==> src/design/uri_percent_encoder_macros.svh <==
// Assertion macros shared by the URI percent encoder modules.
// Included by each module that carries concurrent checks; no other dependencies.
`ifndef URI_PERCENT_ENCODER_MACROS_SVH
`define URI_PERCENT_ENCODER_MACROS_SVH

`ifndef ASSERT_OFF
`define ASSERT_PROP(lbl, clk, rst, prop, msg) \
   lbl: assert property (@(posedge clk) disable iff (rst) prop) else $error(msg);
`define ASSERT_NEVER(lbl, clk, rst, cond, msg) \
   lbl: assert property (@(posedge clk) disable iff (rst) !(cond)) else $error(msg);
`else
`define ASSERT_PROP(lbl, clk, rst, prop, msg)
`define ASSERT_NEVER(lbl, clk, rst, cond, msg)
`endif

`endif

==> src/design/upe_pkg.sv <==
// Shared types and constants for the URI percent encoder.
// Used by the front, queue, back and top level; depends on nothing.
`timescale 1ns / 1ps

package upe_pkg;

   localparam int QUEUE_DEPTH_DEF = 4;

   typedef enum logic [1:0] {
      KIND_PASS   = 2'd0,
      KIND_ERROR  = 2'd1,
      KIND_ESCAPE = 2'd2
   } kind_type;

   // UTF-8 octets, first octet at index 0, last_idx = octet count - 1
   typedef struct packed {
      logic [3:0][7:0] octets;
      logic [1:0]      last_idx;
   } utf8_type;

   // one queued job for the back end
   typedef struct packed {
      kind_type   kind;
      logic [15:0] pass_char;
      utf8_type   seq;
   } desc_type;

endpackage

==> src/design/upe_front.sv <==
// Front end: accepts code units, tracks surrogate and error state, classifies.
// Pushes one job per item that yields results; depends on upe_pkg.
`timescale 1ns / 1ps
`include "uri_percent_encoder_macros.svh"

module upe_front (
   input  logic              clock,
   input  logic              reset,
   input  logic              csr_valid,
   input  logic              csr_data,
   input  logic              in_valid,
   output logic              in_ready,
   input  logic [15:0]       in_unit,
   input  logic              in_eos,
   input  logic              q_full,
   output logic              q_push,
   output upe_pkg::desc_type q_data
);
   import upe_pkg::*;

   logic        mode_ff, mode_in;
   logic        high_pending_ff, high_pending_in;
   logic [9:0]  high_bits_ff, high_bits_in;
   logic        failed_ff, failed_in;

   logic        accept;
   logic        hi_zero;
   logic [7:0]  c_lo;
   logic [7:0]  c_fold;
   logic        is_low, is_high;
   logic        is_mark, is_reserved, is_alnum, passes;
   logic        err;
   logic        has_res;
   logic [20:0] pair_cp;
   desc_type    desc;

   function automatic utf8_type utf8_encode(input logic [20:0] v);
      utf8_type r;
      r = '0;
      if (v < 21'h80) begin
         r.octets[0] = {1'b0, v[6:0]};
         r.last_idx  = 2'd0;
      end else if (v < 21'h800) begin
         r.octets[0] = {3'b110, v[10:6]};
         r.octets[1] = {2'b10, v[5:0]};
         r.last_idx  = 2'd1;
      end else if (v < 21'h10000) begin
         r.octets[0] = {4'b1110, v[15:12]};
         r.octets[1] = {2'b10, v[11:6]};
         r.octets[2] = {2'b10, v[5:0]};
         r.last_idx  = 2'd2;
      end else begin
         r.octets[0] = {5'b11110, v[20:18]};
         r.octets[1] = {2'b10, v[17:12]};
         r.octets[2] = {2'b10, v[11:6]};
         r.octets[3] = {2'b10, v[5:0]};
         r.last_idx  = 2'd3;
      end
      return r;
   endfunction

   assign in_ready = !q_full;
   assign accept   = in_valid && in_ready;

   assign hi_zero = (in_unit[15:8] == 8'h00);
   assign c_lo    = in_unit[7:0];
   assign c_fold  = c_lo | 8'h20;
   assign is_low  = (in_unit >= 16'hdc00) && (in_unit <= 16'hdfff);
   assign is_high = (in_unit >= 16'hd800) && (in_unit <= 16'hdbff);

   assign is_mark = hi_zero && (c_lo == "-" || c_lo == "_" || c_lo == "." || c_lo == "!" ||
                                c_lo == "~" || c_lo == "*" || c_lo == "'" || c_lo == "(" ||
                                c_lo == ")");
   assign is_reserved = hi_zero && (c_lo == ";" || c_lo == "/" || c_lo == "?" ||
                                    c_lo == ":" || c_lo == "@" || c_lo == "&" ||
                                    c_lo == "=" || c_lo == "+" || c_lo == "$" ||
                                    c_lo == ",");
   assign is_alnum = hi_zero && ((c_lo >= "0" && c_lo <= "9") ||
                                 (c_fold >= "a" && c_fold <= "z"));
   assign passes = is_mark || is_alnum || (!mode_ff && (is_reserved || (hi_zero && c_lo == "#")));

   // join both surrogate payloads, then add the supplementary plane offset
   assign pair_cp = {1'b0, high_bits_ff, in_unit[9:0]} + 21'h10000;

   always_comb begin
      high_pending_in = high_pending_ff;
      high_bits_in    = high_bits_ff;
      failed_in       = failed_ff;
      err             = 1'b0;
      has_res         = 1'b0;
      desc            = '0;
      desc.kind       = KIND_PASS;
      desc.pass_char  = in_unit;
      if (failed_ff) begin
         has_res = 1'b0;
      end else if (high_pending_ff) begin
         high_pending_in = 1'b0;
         high_bits_in    = '0;
         if (is_low) begin
            has_res   = 1'b1;
            desc.kind = KIND_ESCAPE;
            desc.seq  = utf8_encode(pair_cp);
         end else begin
            err = 1'b1;
         end
      end else if (passes) begin
         has_res = 1'b1;
      end else if (is_low) begin
         err = 1'b1;
      end else if (is_high) begin
         if (in_eos) begin
            err = 1'b1;
         end else begin
            high_pending_in = 1'b1;
            high_bits_in    = in_unit[9:0];
         end
      end else begin
         has_res   = 1'b1;
         desc.kind = KIND_ESCAPE;
         desc.seq  = utf8_encode({5'd0, in_unit});
      end
      if (err) begin
         has_res         = 1'b1;
         desc.kind       = KIND_ERROR;
         failed_in       = 1'b1;
         high_pending_in = 1'b0;
         high_bits_in    = '0;
      end
      // string ends: next one starts clean
      if (in_eos) begin
         high_pending_in = 1'b0;
         high_bits_in    = '0;
         failed_in       = 1'b0;
      end
   end

   assign mode_in = csr_valid ? csr_data : mode_ff;
   assign q_push  = accept && has_res;
   assign q_data  = desc;

   always_ff @(posedge clock) begin
      if (reset) begin
         mode_ff         <= 1'b0;
         high_pending_ff <= 1'b0;
         high_bits_ff    <= '0;
         failed_ff       <= 1'b0;
      end else begin
         mode_ff <= mode_in;
         if (accept) begin
            high_pending_ff <= high_pending_in;
            high_bits_ff    <= high_bits_in;
            failed_ff       <= failed_in;
         end
      end
   end

   `ASSERT_NEVER(a_hold_while_failed, clock, reset, high_pending_ff && failed_ff,
                 "high surrogate held inside a failed string")
   `ASSERT_PROP(a_eos_clears, clock, reset, (accept && in_eos) |=> (!high_pending_ff && !failed_ff),
                "state not cleared after end of string")

endmodule

==> src/design/upe_queue.sv <==
// Small job queue between front and back end.
// Register array with read and write pointers; depends on upe_pkg.
`timescale 1ns / 1ps
`include "uri_percent_encoder_macros.svh"

module upe_queue #(
   parameter int DEPTH = upe_pkg::QUEUE_DEPTH_DEF
) (
   input  logic              clock,
   input  logic              reset,
   input  logic              push,
   input  upe_pkg::desc_type push_data,
   output logic              full,
   input  logic              pop,
   output logic              not_empty,
   output upe_pkg::desc_type pop_data
);
   import upe_pkg::*;

   localparam int AW = $clog2(DEPTH);
   localparam int CW = $clog2(DEPTH + 1);

   desc_type        slot_ff [DEPTH];
   logic [AW-1:0]   wr_ptr_ff, wr_ptr_in;
   logic [AW-1:0]   rd_ptr_ff, rd_ptr_in;
   logic [CW-1:0]   count_ff, count_in;
   logic            do_push, do_pop;

   assign full      = (count_ff == CW'(DEPTH));
   assign not_empty = (count_ff != '0);
   assign do_push   = push && !full;
   assign do_pop    = pop && not_empty;
   assign pop_data  = slot_ff[rd_ptr_ff];

   always_comb begin
      wr_ptr_in = wr_ptr_ff;
      rd_ptr_in = rd_ptr_ff;
      count_in  = count_ff;
      if (do_push) begin
         wr_ptr_in = (wr_ptr_ff == AW'(DEPTH - 1)) ? '0 : wr_ptr_ff + AW'(1);
      end
      if (do_pop) begin
         rd_ptr_in = (rd_ptr_ff == AW'(DEPTH - 1)) ? '0 : rd_ptr_ff + AW'(1);
      end
      if (do_push && !do_pop) begin
         count_in = count_ff + CW'(1);
      end else if (do_pop && !do_push) begin
         count_in = count_ff - CW'(1);
      end
   end

   always_ff @(posedge clock) begin
      if (reset) begin
         wr_ptr_ff <= '0;
         rd_ptr_ff <= '0;
         count_ff  <= '0;
      end else begin
         wr_ptr_ff <= wr_ptr_in;
         rd_ptr_ff <= rd_ptr_in;
         count_ff  <= count_in;
      end
   end

   always_ff @(posedge clock) begin
      if (do_push) begin
         slot_ff[wr_ptr_ff] <= push_data;
      end
   end

   `ASSERT_PROP(a_empty_ptrs, clock, reset, (count_ff == '0) |-> (wr_ptr_ff == rd_ptr_ff),
                "queue empty but pointers differ")

endmodule

==> src/design/upe_back.sv <==
// Back end: expands queued jobs into output characters, one per cycle while the output accepts them.
// Percent escapes are sequenced per octet; depends on upe_pkg.
`timescale 1ns / 1ps
`include "uri_percent_encoder_macros.svh"

module upe_back (
   input  logic              clock,
   input  logic              reset,
   input  logic              q_not_empty,
   input  upe_pkg::desc_type q_data,
   output logic              q_pop,
   output logic              out_valid,
   input  logic              out_ready,
   output logic [15:0]       out_char,
   output logic              out_last,
   output logic              out_err
);
   import upe_pkg::*;

   typedef enum logic [2:0] {
      PH_PCT = 3'b001,
      PH_HI  = 3'b010,
      PH_LO  = 3'b100
   } phase_type;

   logic        cur_valid_ff, cur_valid_in;
   desc_type    cur_ff, cur_in;
   phase_type   phase_ff, phase_in;
   logic [1:0]  idx_ff, idx_in;

   logic        valid_ff, valid_in;
   logic [15:0] char_ff, char_in;
   logic        last_ff, last_in;
   logic        err_ff, err_in;

   logic        emit;
   logic        cur_done;
   logic [7:0]  octet;

   function automatic logic [15:0] hex_digit(input logic [3:0] v);
      logic [7:0] d;
      d = (v < 4'd10) ? ("0" + {4'd0, v}) : ("A" + {4'd0, v} - 8'd10);
      return {8'h00, d};
   endfunction

   assign emit  = cur_valid_ff && (!valid_ff || out_ready);
   assign octet = cur_ff.seq.octets[idx_ff];

   always_comb begin
      char_in  = '0;
      last_in  = 1'b1;
      err_in   = 1'b0;
      cur_done = 1'b1;
      unique case (cur_ff.kind)
         KIND_PASS: begin
            char_in = cur_ff.pass_char;
         end
         KIND_ERROR: begin
            err_in = 1'b1;
         end
         KIND_ESCAPE: begin
            cur_done = (phase_ff == PH_LO) && (idx_ff == cur_ff.seq.last_idx);
            last_in  = cur_done;
            unique case (phase_ff)
               PH_PCT:  char_in = {8'h00, "%"};
               PH_HI:   char_in = hex_digit(octet[7:4]);
               PH_LO:   char_in = hex_digit(octet[3:0]);
               default: char_in = '0;
            endcase
         end
         default: begin
            char_in = '0;
         end
      endcase
   end

   // take the next job when none is held or the held one finishes now
   assign q_pop = q_not_empty && (!cur_valid_ff || (emit && cur_done));

   always_comb begin
      cur_valid_in = cur_valid_ff;
      cur_in       = cur_ff;
      phase_in     = phase_ff;
      idx_in       = idx_ff;
      if (q_pop) begin
         cur_valid_in = 1'b1;
         cur_in       = q_data;
         phase_in     = PH_PCT;
         idx_in       = '0;
      end else if (emit && cur_done) begin
         cur_valid_in = 1'b0;
         phase_in     = PH_PCT;
         idx_in       = '0;
      end else if (emit) begin
         unique case (phase_ff)
            PH_PCT:  phase_in = PH_HI;
            PH_HI:   phase_in = PH_LO;
            PH_LO: begin
               phase_in = PH_PCT;
               idx_in   = idx_ff + 2'd1;
            end
            default: phase_in = PH_PCT;
         endcase
      end
   end

   always_comb begin
      valid_in = valid_ff;
      if (emit) begin
         valid_in = 1'b1;
      end else if (out_ready) begin
         valid_in = 1'b0;
      end
   end

   always_ff @(posedge clock) begin
      if (reset) begin
         cur_valid_ff <= 1'b0;
         phase_ff     <= PH_PCT;
         idx_ff       <= '0;
         valid_ff     <= 1'b0;
      end else begin
         cur_valid_ff <= cur_valid_in;
         phase_ff     <= phase_in;
         idx_ff       <= idx_in;
         valid_ff     <= valid_in;
      end
   end

   always_ff @(posedge clock) begin
      cur_ff <= cur_in;
      if (emit) begin
         char_ff <= char_in;
         last_ff <= last_in;
         err_ff  <= err_in;
      end
   end

   assign out_valid = valid_ff;
   assign out_char  = char_ff;
   assign out_last  = last_ff;
   assign out_err   = err_ff;

   `ASSERT_PROP(a_err_word, clock, reset, (valid_ff && err_ff) |-> (last_ff && char_ff == '0),
                "error word must be last and carry a zero character")
   `ASSERT_PROP(a_phase_plain, clock, reset,
                (cur_valid_ff && cur_ff.kind != KIND_ESCAPE) |-> (phase_ff == PH_PCT && idx_ff == '0),
                "sequencer moved on a plain job")

endmodule

==> src/design/uri_percent_encoder.sv <==
// URI percent encoder: UTF-16 code units in, escaped characters out. A code unit is
// accepted every cycle while the job queue has room; characters leave one per cycle
// on the result side while rsp_tready is high. A character in the unescaped set, or an
// error, yields one result word; an escaped character yields three words per UTF-8
// octet, as the back-end sequencer steps '%', high digit, low digit for each octet. A
// high surrogate that is held produces nothing. rsp_tlast marks the last word of each
// input word; rsp_tuser flags malformed surrogate input, after which the rest of the
// string is dropped. Write csr_data while the block is idle: 0 selects the full-URI
// set, 1 the component set.
`timescale 1ns / 1ps

module uri_percent_encoder #(
   parameter int QUEUE_DEPTH = upe_pkg::QUEUE_DEPTH_DEF
) (
   input  logic        clock,
   input  logic        reset,
   input  logic        req_tvalid,
   output logic        req_tready,
   input  logic [15:0] req_tdata,   // [15:0] code_unit
   input  logic        req_tlast,   // end_of_string
   output logic        rsp_tvalid,
   input  logic        rsp_tready,
   output logic [15:0] rsp_tdata,   // [15:0] out_char
   output logic        rsp_tlast,   // last_of_run
   output logic        rsp_tuser,   // [0] error_flag
   input  logic        csr_valid,
   output logic        csr_ready,
   input  logic        csr_data     // component_mode
);
   import upe_pkg::*;

   logic     q_full, q_push, q_pop, q_not_empty;
   desc_type q_in, q_out;

   assign csr_ready = 1'b1;

   upe_front u_front (
      .clock     (clock),
      .reset     (reset),
      .csr_valid (csr_valid),
      .csr_data  (csr_data),
      .in_valid  (req_tvalid),
      .in_ready  (req_tready),
      .in_unit   (req_tdata),
      .in_eos    (req_tlast),
      .q_full    (q_full),
      .q_push    (q_push),
      .q_data    (q_in)
   );

   upe_queue #(
      .DEPTH (QUEUE_DEPTH)
   ) u_queue (
      .clock     (clock),
      .reset     (reset),
      .push      (q_push),
      .push_data (q_in),
      .full      (q_full),
      .pop       (q_pop),
      .not_empty (q_not_empty),
      .pop_data  (q_out)
   );

   upe_back u_back (
      .clock       (clock),
      .reset       (reset),
      .q_not_empty (q_not_empty),
      .q_data      (q_out),
      .q_pop       (q_pop),
      .out_valid   (rsp_tvalid),
      .out_ready   (rsp_tready),
      .out_char    (rsp_tdata),
      .out_last    (rsp_tlast),
      .out_err     (rsp_tuser)
   );

endmodule

==> config.mk <==
export PLATFORM = sky130hd
export DESIGN_NAME = uri_percent_encoder
export DESIGN_NICKNAME = d
export VERILOG_FILES = /design/src/design/upe_pkg.sv /design/src/design/upe_front.sv /design/src/design/upe_queue.sv /design/src/design/upe_back.sv /design/src/design/uri_percent_encoder.sv
export VERILOG_INCLUDE_DIRS = /design/src /design/src/design
export SDC_FILE = /design/constraint.sdc
export NUM_CORES = 1
export LEC_CHECK = 0
export ABC_AREA = 1
export BUFFER_PORTS_ARGS = -buffer_cell sky130_fd_sc_hd__buf_2
export CORE_ASPECT_RATIO = 0.6
export CORE_MARGIN = 1
export CORE_UTILIZATION = 60
export DETAILED_ROUTE_END_ITERATION = 10
export GPL_TIMING_DRIVEN = 0
export MAX_ROUTING_LAYER = met4
export PLACE_DENSITY = 0.82
export SYNTH_ARGS = -nofsm -noshare
export SYNTH_HDL_FRONTEND = slang
export SYNTH_SLANG_ARGS = --single-unit
==> constraint.sdc <==
create_clock -name clock -period 10.2 [get_ports clock]
set_input_delay 2.04 -clock clock [delete_from_list [all_inputs] [get_ports clock]]
set_output_delay 2.04 -clock clock [all_outputs]
set_load 0.02 [all_outputs]
==> results of run 1 <==
worst min-delay path, delay by kind of cell, from the launching register on:
kind,cells,cell delay (ns)
and+or+nand+nor,1,0.08
DFF,1,0.31
AOI/OAI and AO/OA,1,0.06
cell usage in the layout (no fill, tap or decap), types with 3 or more instances in the layout:
cell,netlist,routed
a211oi_1,3,3
a21oi_1,51,51
a22oi_1,4,4
buf_12,0,5
buf_2,4,46
buf_4,3,3
bufinv_16,0,6
clkbuf_1,37,41
clkbuf_16,0,25
clkinv_1,4,7
clkinv_2,1,4
dfxtp_1,27,27
edfxtp_1,253,253
ha_1,9,9
inv_1,90,89
inv_2,5,6
nand2_1,167,167
nand2_2,5,5
nand2_4,3,3
nand3_1,64,64
nand4_1,11,11
nor2_1,194,190
nor2_4,3,7
nor3_1,5,5
o211ai_1,6,6
o21ai_0,123,123
o221ai_1,4,4
o22ai_1,54,54
flip-flops by register name, summed over array words and instances (netlist names):
signal and flops:
u_back.out_err 1, u_queue.slot_ff 188, u_back.out_char 16, u_queue.count_ff 3, u_back.out_last 1, u_back.out_valid 1, u_front.mode_ff 1, u_front.high_bits_ff 10
u_back.cur_ff 47, u_back.idx_ff 2, u_back.phase_ff 3, u_queue.rd_ptr_ff 2, u_front.failed_ff 1, u_queue.wr_ptr_ff 2, u_back.cur_valid_ff 1, u_front.high_pending_ff 1
cell families after synthesis:
logic type | count (synthesis) | synth area share
simple gates | 460 | 0.160
flops | 280 | 0.664
compound gates | 254 | 0.115
buf+inv | 147 | 0.0486
fa+ha+maj | 10 | 0.0108
xor+xnor | 2 | 0.00143
other cells | 1 | 0.000306
per-layer routing:
metal | global-route usage | vias up | wire length [um]
met1 | 0.472 | 4440 | 13700
met2 | 0.458 | 610 | 14000
li1 | - | 4216 | -
met5 | - | - | 0
met3 | 0.0800 | 57 | 4300
met4 | 0.0683 | 0 | 498
final timing paths:
kind	start	end	slack, ns	cells past startpoint
setup / recovery	rsp_tready	u_queue.count_ff[2]	5.91	16
hold / removal	u_back.out_valid	u_back.out_valid	0.49	2
setup reg to reg	u_back.cur_valid_ff	u_queue.count_ff[2]	7.18	13
hold reg to reg	u_back.out_valid	u_back.out_valid	0.49	2
area by class of cell:
class,instances,area share
antenna,2,0.000362
buffer,47,0.0158
clock buffer,29,0.0463
clock inverter,16,0.0174
inverter,100,0.0272
multi-input combinational,727,0.257
sequential,280,0.589
tap,273,0.0247
timing repair buffer,47,0.0224
cells in the mapped netlist (4+ instances only):
cell type / n
o21ai_0: 123
a21oi_1: 51
nand4_1: 11
nor3_1: 5
buf_2: 4
nand2_1: 167
inv_1: 90
clkbuf_1: 37
a22oi_1: 4
o211ai_1: 6
o22ai_1: 54
nand2_2: 5
dfxtp_1: 27
inv_2: 5
clkinv_1: 4
edfxtp_1: 253
o221ai_1: 4
ha_1: 9
nor2_1: 194
nand3_1: 64
stage by stage:
step	hold WS [ns]	util	cell area [um2]
floorplan	0.453	-	12300
global placement	0.477	0.640	12800
detailed placement	0.485	0.646	12900
CTS	0.494	0.690	13800
global route	0.542	0.690	13800
finish	0.489	0.690	13800
power groups by stage:
stage	Clock [mW]	Sequential, mW	Combinational [mW]
2_1_floorplan	0	1.72	0.600
3_3_place_gp	0	1.71	0.939
3_5_place_dp	0	1.70	1.00
4_1_cts	1.03	1.68	1.01
5_1_grt	1.07	1.70	1.13
6_report	1.02	1.68	1.03
==> results.md, run 1 <==
* Gr ovfl total at 0
* HPWL Detailed at 21.8 mm
* Top FF cell, synth: edfxtp_1
* TNS Setup at 0 ns
* Resize count post-CTS at 0
* Vias in the first global route at 8688
* Drt first pass iters at 7
* RSZ-0062 raised after global routing: no
* Area grow syn2layout at 12.8%
* Gpl congestion at 0.963
* TritonCTS clock tree: built
* Worst setup SP type: input pin
* Die X-Extent at 187 um
* Most frequent CP cell: nand2_1
* CTS root buf: clkbuf_16
* Die Ht at 113 um
* Crit path capture type: flop
* Core Area at 20000 um2
* Register area at 8140 um2
* Static leakage at 5.21 nW
* Worst path max stage delay at 0.61 ns
* Placed Cells at 1474
* Post-synth EDFFs at 253
* Synth cell types at 46
* Vias at 9323
* Top cells by area, synth: edfxtp_1, nor2_1, nand2_1, o21ai_0, dfxtp_1
* Slew margin rel. at 0.439
* Largest delay share family, worst path: simple AND/OR/NAND/NOR gates
* Filler cells at 1453
* Antenna violations before repair at 2
* Slew Viols, Final at 0
* # rows at 40
* Multi-input logic area at 3550 um2
* Final std cells w/o fill at 1521
* Worst setup path category: in -> reg
* Reg clk slew, reported paths at 0.06 ns
* Drt total wl at 32.5 mm
* Max Clk Rate at 0.233 GHz
* Final Cycle Share at 0.420
* Final Hold Viols at 0
* Maximum clock insertion buffer count at 3
* Number of buffers added for setup after CTS at 0
* Die area at 21000 um2
* Syn nets at 1187
* Setup Skew at 0.0126 ns
* Total power draw at 3.74 mW
* Syn_area_per_cell at 10.6 um2
* Iter 0 DRT Violations at 1243
* Skew-Pair Late Insertion Delay at 0.54 ns
* CP max-delay cell: inv_1
* Clk pwr share at 0.273
* Post-DR wirelength/cell at 21.4 um
* CTS Sinks at 280
* Asr flop ratio synth at 0
* Biggest area consumer among synthesized cells: edfxtp_1
* Pint at 2.47 mW
* CTS buffer count at 25
* Buffers & Inverters on Critical Path at 4
* CP Cell Sequence: buf_2 -> inv_1 -> nand2_1 -> nand2_1 -> inv_1 -> nand2_1 -> nand2_1 -> nand2_1 -> ha_1 -> inv_1 -> fa_1 -> nor2_1 -> nor2_1 -> nand2_1 -> o21ai_0 -> a21oi_1
* CP max FO at 22
* Antenna Nets Post-Route at 0
* Initial core utilization at 0.612
* Sequential power share at 0.450
* Top Ports at 44
* H-tree depth at 1
* Gr usage total at 0.322
* HP Class: reg -> reg
* Share of the synthesized area in the top cell type at 0.620
* Largest net degree at the start of global routing at 33
* Psw at 1.27 mW
* Logic pwr share at 0.277
* Pre-CTS setup slack at 5.35 ns
* IO Port Bufs at 42
* DRC Markers at 0
* Maximum VDD drop at 0.000163 V
* Run status: finished, final reports clean
* Tmin final at 4.29 ns
* Setup slack after layout at 5.91 ns
* Cell Area, Synth at 12300 um2
* #FFs+latches synth at 280
* Crit path DAT at 4.70 ns
* Fin nets at 1261
* Worst Path Required at 10.62 ns
* Post-synthesis sequential area ratio at 0.664
* Pwr dens at 271 nW/um2
* Ys Warns at 0
* Final setup vio count at 0
* DR vias/cell at 6.13
* Global-route wire length before repair at 49.5 mm
* Sw frac at 0.340
* CTS Hold Buffers Added at 0
* Slew @ Worst Pin at 0.833 ns
* Cell count after synthesis at 1154
* Max cap viols at 0
* Share of cells above drive strength 1 at 0.100
Power figures use the tool's default switching activity.
==> run 2, diff against run 1 <==
==> constraint.sdc (replaced) <==
create_clock -name clock -period 4.2 [get_ports clock]
set_input_delay 0.84 -clock clock [delete_from_list [all_inputs] [get_ports clock]]
set_output_delay 0.84 -clock clock [all_outputs]
set_load 0.02 [all_outputs]
==> run 2 against run 1 <==
Clock power up 140%; die area unchanged; combinational power up 140%; wire length about the same; setup slack worse by 4.8 ns; count of clock-buffer cells in the layout unchanged; sequential share of layout area unchanged; critical endpoint unchanged; largest cell class unchanged.
==> results.md, run 2 (same netlist as run 1, synthesis figures left out) <==
* Run status: finished, final reports clean (unchanged)
* Drt total wl at 32.5 mm (about the same)
* Maximum clock insertion buffer count at 3 (unchanged)
* Logic pwr share at 0.277 (about the same)
* CTS buffer count at 25 (unchanged)
* Gr usage total at 0.322 (about the same)
* Number of buffers added for setup after CTS at 0 (unchanged)
* CP max FO at 22 (unchanged)
* Worst path max stage delay at 0.62 ns (was 0.61 ns)
* Final Hold Viols at 0 (unchanged)
* Largest delay share family, worst path: simple AND/OR/NAND/NOR gates (unchanged)
* Reg clk slew, reported paths at 0.06 ns (about the same)
* Maximum VDD drop at 0.000400 V (was 0.000163 V)
* Slew margin rel. at 0.422 (was 0.439)
* Post-DR wirelength/cell at 21.4 um (about the same)
* CP Cell Sequence: buf_2 -> inv_1 -> nand2_1 -> nand2_1 -> inv_1 -> nand2_1 -> nand2_1 -> nand2_1 -> ha_1 -> inv_1 -> fa_1 -> nor2_1 -> nor2_1 -> nand2_1 -> o21ai_0 -> a21oi_1 (unchanged)
* Slew Viols, Final at 0 (unchanged)
* Die area at 21000 um2 (unchanged)
* Top Ports at 44 (unchanged)
* Crit path DAT at 3.53 ns (was 4.70 ns)
* Max reg flops at 188 (unchanged)
* Drt first pass iters at 5 (was 7)
* Slew @ Worst Pin at 0.858 ns (was 0.833 ns)
* H-tree depth at 1 (unchanged)
* Commonest non-fill, non-tap cell in the layout: edfxtp_1 (unchanged)
* Tmin final at 3.11 ns
* RSZ-0062 raised after global routing: no (unchanged)
* Fin nets at 1261 (unchanged)
* Final Cycle Share at 0.741
* Max Clk Rate at 0.321 GHz
* Largest net degree at the start of global routing at 33 (unchanged)
* CTS root buf: clkbuf_16 (unchanged)
* CTS Hold Buffers Added at 0 (unchanged)
* Pint at 6.00 mW (was 2.47 mW)
* Worst setup SP type: input pin (unchanged)
* Most frequent cells in the layout: edfxtp_1, nor2_1, nand2_1 (unchanged)
* Filler cells at 1453 (unchanged)
* Sequential power share at 0.450 (about the same)
* Buffers & Inverters on Critical Path at 4 (unchanged)
* Vias in the first global route at 8683 (was 8688)
* CTS Sinks at 280 (unchanged)
* Pwr dens at 657 nW/um2 (was 271 nW/um2)
* Area grow syn2layout at 12.8% (unchanged)
* Skew-Pair Late Insertion Delay at 0.54 ns (about the same)
* Share of cells above drive strength 1 at 0.100 (unchanged)
* Multi-input logic area at 3550 um2 (unchanged)
* Initial core utilization at 0.612 (unchanged)
* DP Area at 12900 um2 (unchanged)
* Gpl congestion at 0.963 (unchanged)
* Antenna Nets Post-Route at 0 (unchanged)
* Fin area at 13800 um2 (unchanged)
* Worst setup path category: in -> reg (unchanged)
* Antenna violations before repair at 2 (unchanged)
* DRC Markers at 0 (unchanged)
* Gr ovfl total at 0 (unchanged)
* TritonCTS clock tree: built (unchanged)
* Iter 0 DRT Violations at 1185 (was 1243)
* HPWL Detailed at 21.8 mm (unchanged)
* Psw at 3.08 mW (was 1.27 mW)
* Most frequent CP cell: nand2_1 (unchanged)
* # rows at 40 (unchanged)
* Static leakage at 5.21 nW (unchanged)
* Vias at 9313 (was 9323)
* Setup Skew at 0.0175 ns (was 0.0126 ns)
* Global-route wire length before repair at 49.5 mm (about the same)
* Largest register by flop count: u_queue.slot_ff (unchanged)
* TNS Setup at 0 ns (unchanged)
* Core Area at 20000 um2 (unchanged)
* IO Port Bufs at 42 (unchanged)
* Clk pwr share at 0.273 (about the same)
* Die X-Extent at 187 um (unchanged)
* Max cap viols at 0 (unchanged)
* CP max-delay cell: inv_1 (unchanged)
* Resize count post-CTS at 0 (unchanged)
* Final setup vio count at 0 (unchanged)
* HP Class: reg -> reg (unchanged)
* Register area at 8140 um2 (unchanged)
* DR vias/cell at 6.12 (was 6.13)
* Crit path capture type: flop (unchanged)
* Sw frac at 0.340 (about the same)
* Die Ht at 113 um (unchanged)
* Worst Path Required at 4.61 ns (was 10.62 ns)
## run 2: cell counts in the layout (fill, tap and decap cells not counted)
No cell type changed its count.
## run 2: power by group through the flow
stage          combinational (mW)  sequential (mW)  clock, mW
2_1_floorplan                1.46             4.17          0
4_1_cts                      2.46             4.08       2.49
3_3_place_gp                 2.28             4.16          0
6_report                     2.52             4.08       2.48
5_1_grt                      2.74             4.13       2.59
3_5_place_dp                 2.43             4.13          0
## run 2: layout make-up
type	count	area share
inverters	100	0.0272
well taps	273	0.0247
repair buffers	47	0.0224
flip-flops and latches	280	0.589
clock buffers	29	0.0463
plain buffers	47	0.0158
multi-input cells	727	0.257
clock inverters	16	0.0174
diodes	2	0.000362
## run 2: tightest hold or removal path: stages, from the launching register on
cell and delay, ns:
dfxtp_1 0.31, nand2_1 0.08, a21oi_1 0.06
## run 2: per-layer routing
metal / part of all wire / global-route usage
met5: 0 / -
met4: 0.015 / 0.0656
met3: 0.14 / 0.0800
met2: 0.43 / 0.460
met1: 0.41 / 0.473
## run 2: path summary, 6_finish.rpt
kind / slack (ns) / end / start / cells after the start
worst max-delay path: 1.09 / u_queue.count_ff[2] / rsp_tready / 16
worst min-delay path: 0.49 / u_back.out_valid / u_back.out_valid / 2
worst max register to register: 1.16 / u_queue.count_ff[2] / u_back.cur_valid_ff / 13
worst min register to register: 0.49 / u_back.out_valid / u_back.out_valid / 2
## run 2: per-stage QoR
| stage | power (mW) | setup WS, ns | cells | util | hold WS [ns] |
|---|---|---|---|---|---|
| floorplan | 5.62 | 0.472 | 1154 | - | 0.453 |
| global placement | 6.44 | -1.37 | 1469 | 0.640 | 0.477 |
| detailed placement | 6.57 | 0.555 | 1474 | 0.646 | 0.485 |
| CTS | 9.03 | 1.11 | 1519 | 0.690 | 0.494 |
| global route | 9.46 | 0.907 | 1520 | 0.690 | 0.530 |
| finish | 9.08 | 1.09 | 1521 | 0.690 | 0.489 |
==> run 3, diff against run 2 <==
==> constraint.sdc (replaced) <==
create_clock -name clock -period 3.18 [get_ports clock]
set_input_delay 0.636 -clock clock [delete_from_list [all_inputs] [get_ports clock]]
set_output_delay 0.636 -clock clock [all_outputs]
set_load 0.02 [all_outputs]
==> run 3 against run 2 <==
Core utilization about the same; non-clock buffer count unchanged; critical endpoint unchanged; largest power group unchanged; via count down 1.2%; design area about the same; total power up 32%; hold slack worse by 0.17 ns; critical path type is now reg -> reg; sequential cell count unchanged.
==> results.md, run 3 (same netlist as run 1, synthesis figures left out) <==
* HPWL Detailed at 21.8 mm (unchanged)
* Reg clk slew, reported paths at 0.08 ns (was 0.06 ns)
* CTS Sinks at 280 (unchanged)
* Slew margin rel. at 0.435 (was 0.422)
* Maximum VDD drop at 0.000527 V (was 0.000400 V)
* Iter 0 DRT Violations at 1292 (was 1185)
* Met2 Usage GRT at 0.460 (unchanged)
* Area grow syn2layout at 12.8% (about the same)
* Worst setup path category: reg -> reg (was in -> reg)
* Post-DR wirelength/cell at 21.4 um (about the same)
* Hold Path Depth at 3 (was 2)
* Max reg flops at 188 (unchanged)
* Pint at 7.92 mW (was 6.00 mW)
* Slew @ Worst Pin at 0.845 ns (was 0.858 ns)
* Pwr dens at 868 nW/um2 (was 657 nW/um2)
* Global-route met3 utilization at 0.0800 (unchanged)
* DRC Markers at 0 (unchanged)
* Most frequent cells in the layout: edfxtp_1, nor2_1, nand2_1 (unchanged)
* Number of buffers added for setup after CTS at 0 (unchanged)
* Antenna violations before repair at 2 (unchanged)
* IO Port Bufs at 42 (unchanged)
* Placed Cells at 1474 (unchanged)
* Final Cycle Share at 0.902
* Final setup vio count at 0 (unchanged)
* CP max FO at 11 (was 22)
* Antenna Nets Post-Route at 0 (unchanged)
* Fin area at 13800 um2 (about the same)
* Static leakage at 5.20 nW (was 5.21 nW)
* H-tree depth at 1 (unchanged)
* DR vias/cell at 6.05 (was 6.12)
* RSZ-0062 raised after global routing: no (unchanged)
* Skew-Pair Late Insertion Delay at 0.54 ns (about the same)
* Top Ports at 44 (unchanged)
* Maximum clock insertion buffer count at 3 (unchanged)
* Gpl congestion at 0.963 (unchanged)
* # rows at 40 (unchanged)
* Share of cells above drive strength 1 at 0.102 (was 0.100)
* Vias in the first global route at 8683 (unchanged)
* Die X-Extent at 187 um (unchanged)
* CTS root buf: clkbuf_16 (unchanged)
* Setup Skew at 0.0149 ns (was 0.0175 ns)
* Drt total wl at 32.5 mm (about the same)
* Global-route wire length before repair at 49.5 mm (unchanged)
* Run status: finished, final reports clean (unchanged)
* Slew Viols, Final at 0 (unchanged)
* Top Usage Layer GRT: met1 (unchanged)
* Max Clk Rate at 0.349 GHz
* Gr ovfl total at 0 (unchanged)
* Sw frac at 0.340 (about the same)
* Core Util, Final at 0.691 (was 0.690)
* Fin nets at 1262 (was 1261)
* M1 GR Usage at 0.473 (unchanged)
* Die Ht at 113 um (unchanged)
* Largest net degree at the start of global routing at 33 (unchanged)
* Initial core utilization at 0.612 (unchanged)
* Final Hold Viols at 0 (unchanged)
* DP Area at 12900 um2 (unchanged)
* Sequential power share at 0.449 (was 0.450)
* Vias at 9202 (was 9313)
* Gr usage total at 0.322 (unchanged)
* Largest register by flop count: u_queue.slot_ff (unchanged)
* Core Area at 20000 um2 (unchanged)
* Tmin final at 2.87 ns
* Logic pwr share at 0.278 (was 0.277)
* Total power draw at 12.0 mW (was 9.08 mW)
* Worst setup SP type: flop (was input pin)
* Max cap viols at 0 (unchanged)
* Worst r2r path cells at 14 (was 13)
* Drt first pass iters at 6 (was 5)
* HP Class: in -> reg (was reg -> reg)
* Final std cells w/o fill at 1521 (unchanged)
* Crit path capture type: flop (unchanged)
* Clk pwr share at 0.273 (about the same)
* Die area at 21000 um2 (unchanged)
* TritonCTS clock tree: built (unchanged)
* Psw at 4.08 mW (was 3.08 mW)
* Worst Path Required at 3.64 ns (was 4.61 ns)
* CTS buffer count at 25 (unchanged)
* Crit path DAT at 3.32 ns (was 3.53 ns)
* Commonest non-fill, non-tap cell in the layout: edfxtp_1 (unchanged)
## run 3: worst max-delay path, stage by stage, from the launching register on
cell and delay, ns:
dfxtp_1 0.32, nand2_1 0.07, nand2_1 0.26, clkinvlp_4 0.32, nand2_1 0.21, nand2_1 0.10, nand2_1 0.32, ha_1 0.21
inv_1 0.08, fa_1 0.41, nor2_1 0.14, nor2_1 0.05, nand2_1 0.08, o21ai_0 0.08, a21oi_1 0.14
## run 3: what timing repair did
item / CTS / global route
hold buffers: 0 / 0
hold endpoints to repair: 0 / 0
setup endpoints to repair: 0 / 1
resized for setup: 0 / 1
## run 3: cell type report
class                   count  area [um2]
diodes                      1        2.50
well taps                 273         342
flip-flops and latches    280        8140
repair inverters            1        5.00
plain buffers              47         219
fillers                  1452        6190
inverters                 100         380
multi-input cells         727        3550
clock buffers              29         641
clock inverters            16         240
repair buffers             47         310
## run 3: per-layer routing
layer	wire [um]	vias up
met5	0	-
met4	520	0
met3	4460	53
met2	14000	622
met1	13500	4317
li1	-	4210
## run 3: worst paths after layout
path,end,slack [ns],from
worst max-delay path,u_queue.count_ff[2],0.31,u_back.out_valid
worst max register to register,u_queue.count_ff[2],0.31,u_back.out_valid
worst min register to register,u_back.out_valid,0.49,u_back.out_valid
worst min-delay path,u_front.mode_ff,0.32,csr_data
## run 3: power groups by stage
stage          logic (mW)  registers, mW  clock network [mW]
6_report             3.34           5.40                3.27
5_1_grt              3.62           5.46                3.42
4_1_cts              3.25           5.39                3.29
3_5_place_dp         3.22           5.46                   0
3_3_place_gp         3.01           5.50                   0
2_1_floorplan        1.92           5.50                   0
## run 3: per-stage QoR
stage	hold slack [ns]	TNS [ns]	worst slack, ns
CTS	0.318	0	0.167
floorplan	0.453	-64.59	-0.344
global placement	0.477	-432.07	-2.19
global route	0.326	0	0.153
finish	0.322	0	0.312
detailed placement	0.485	-2.56	-0.261
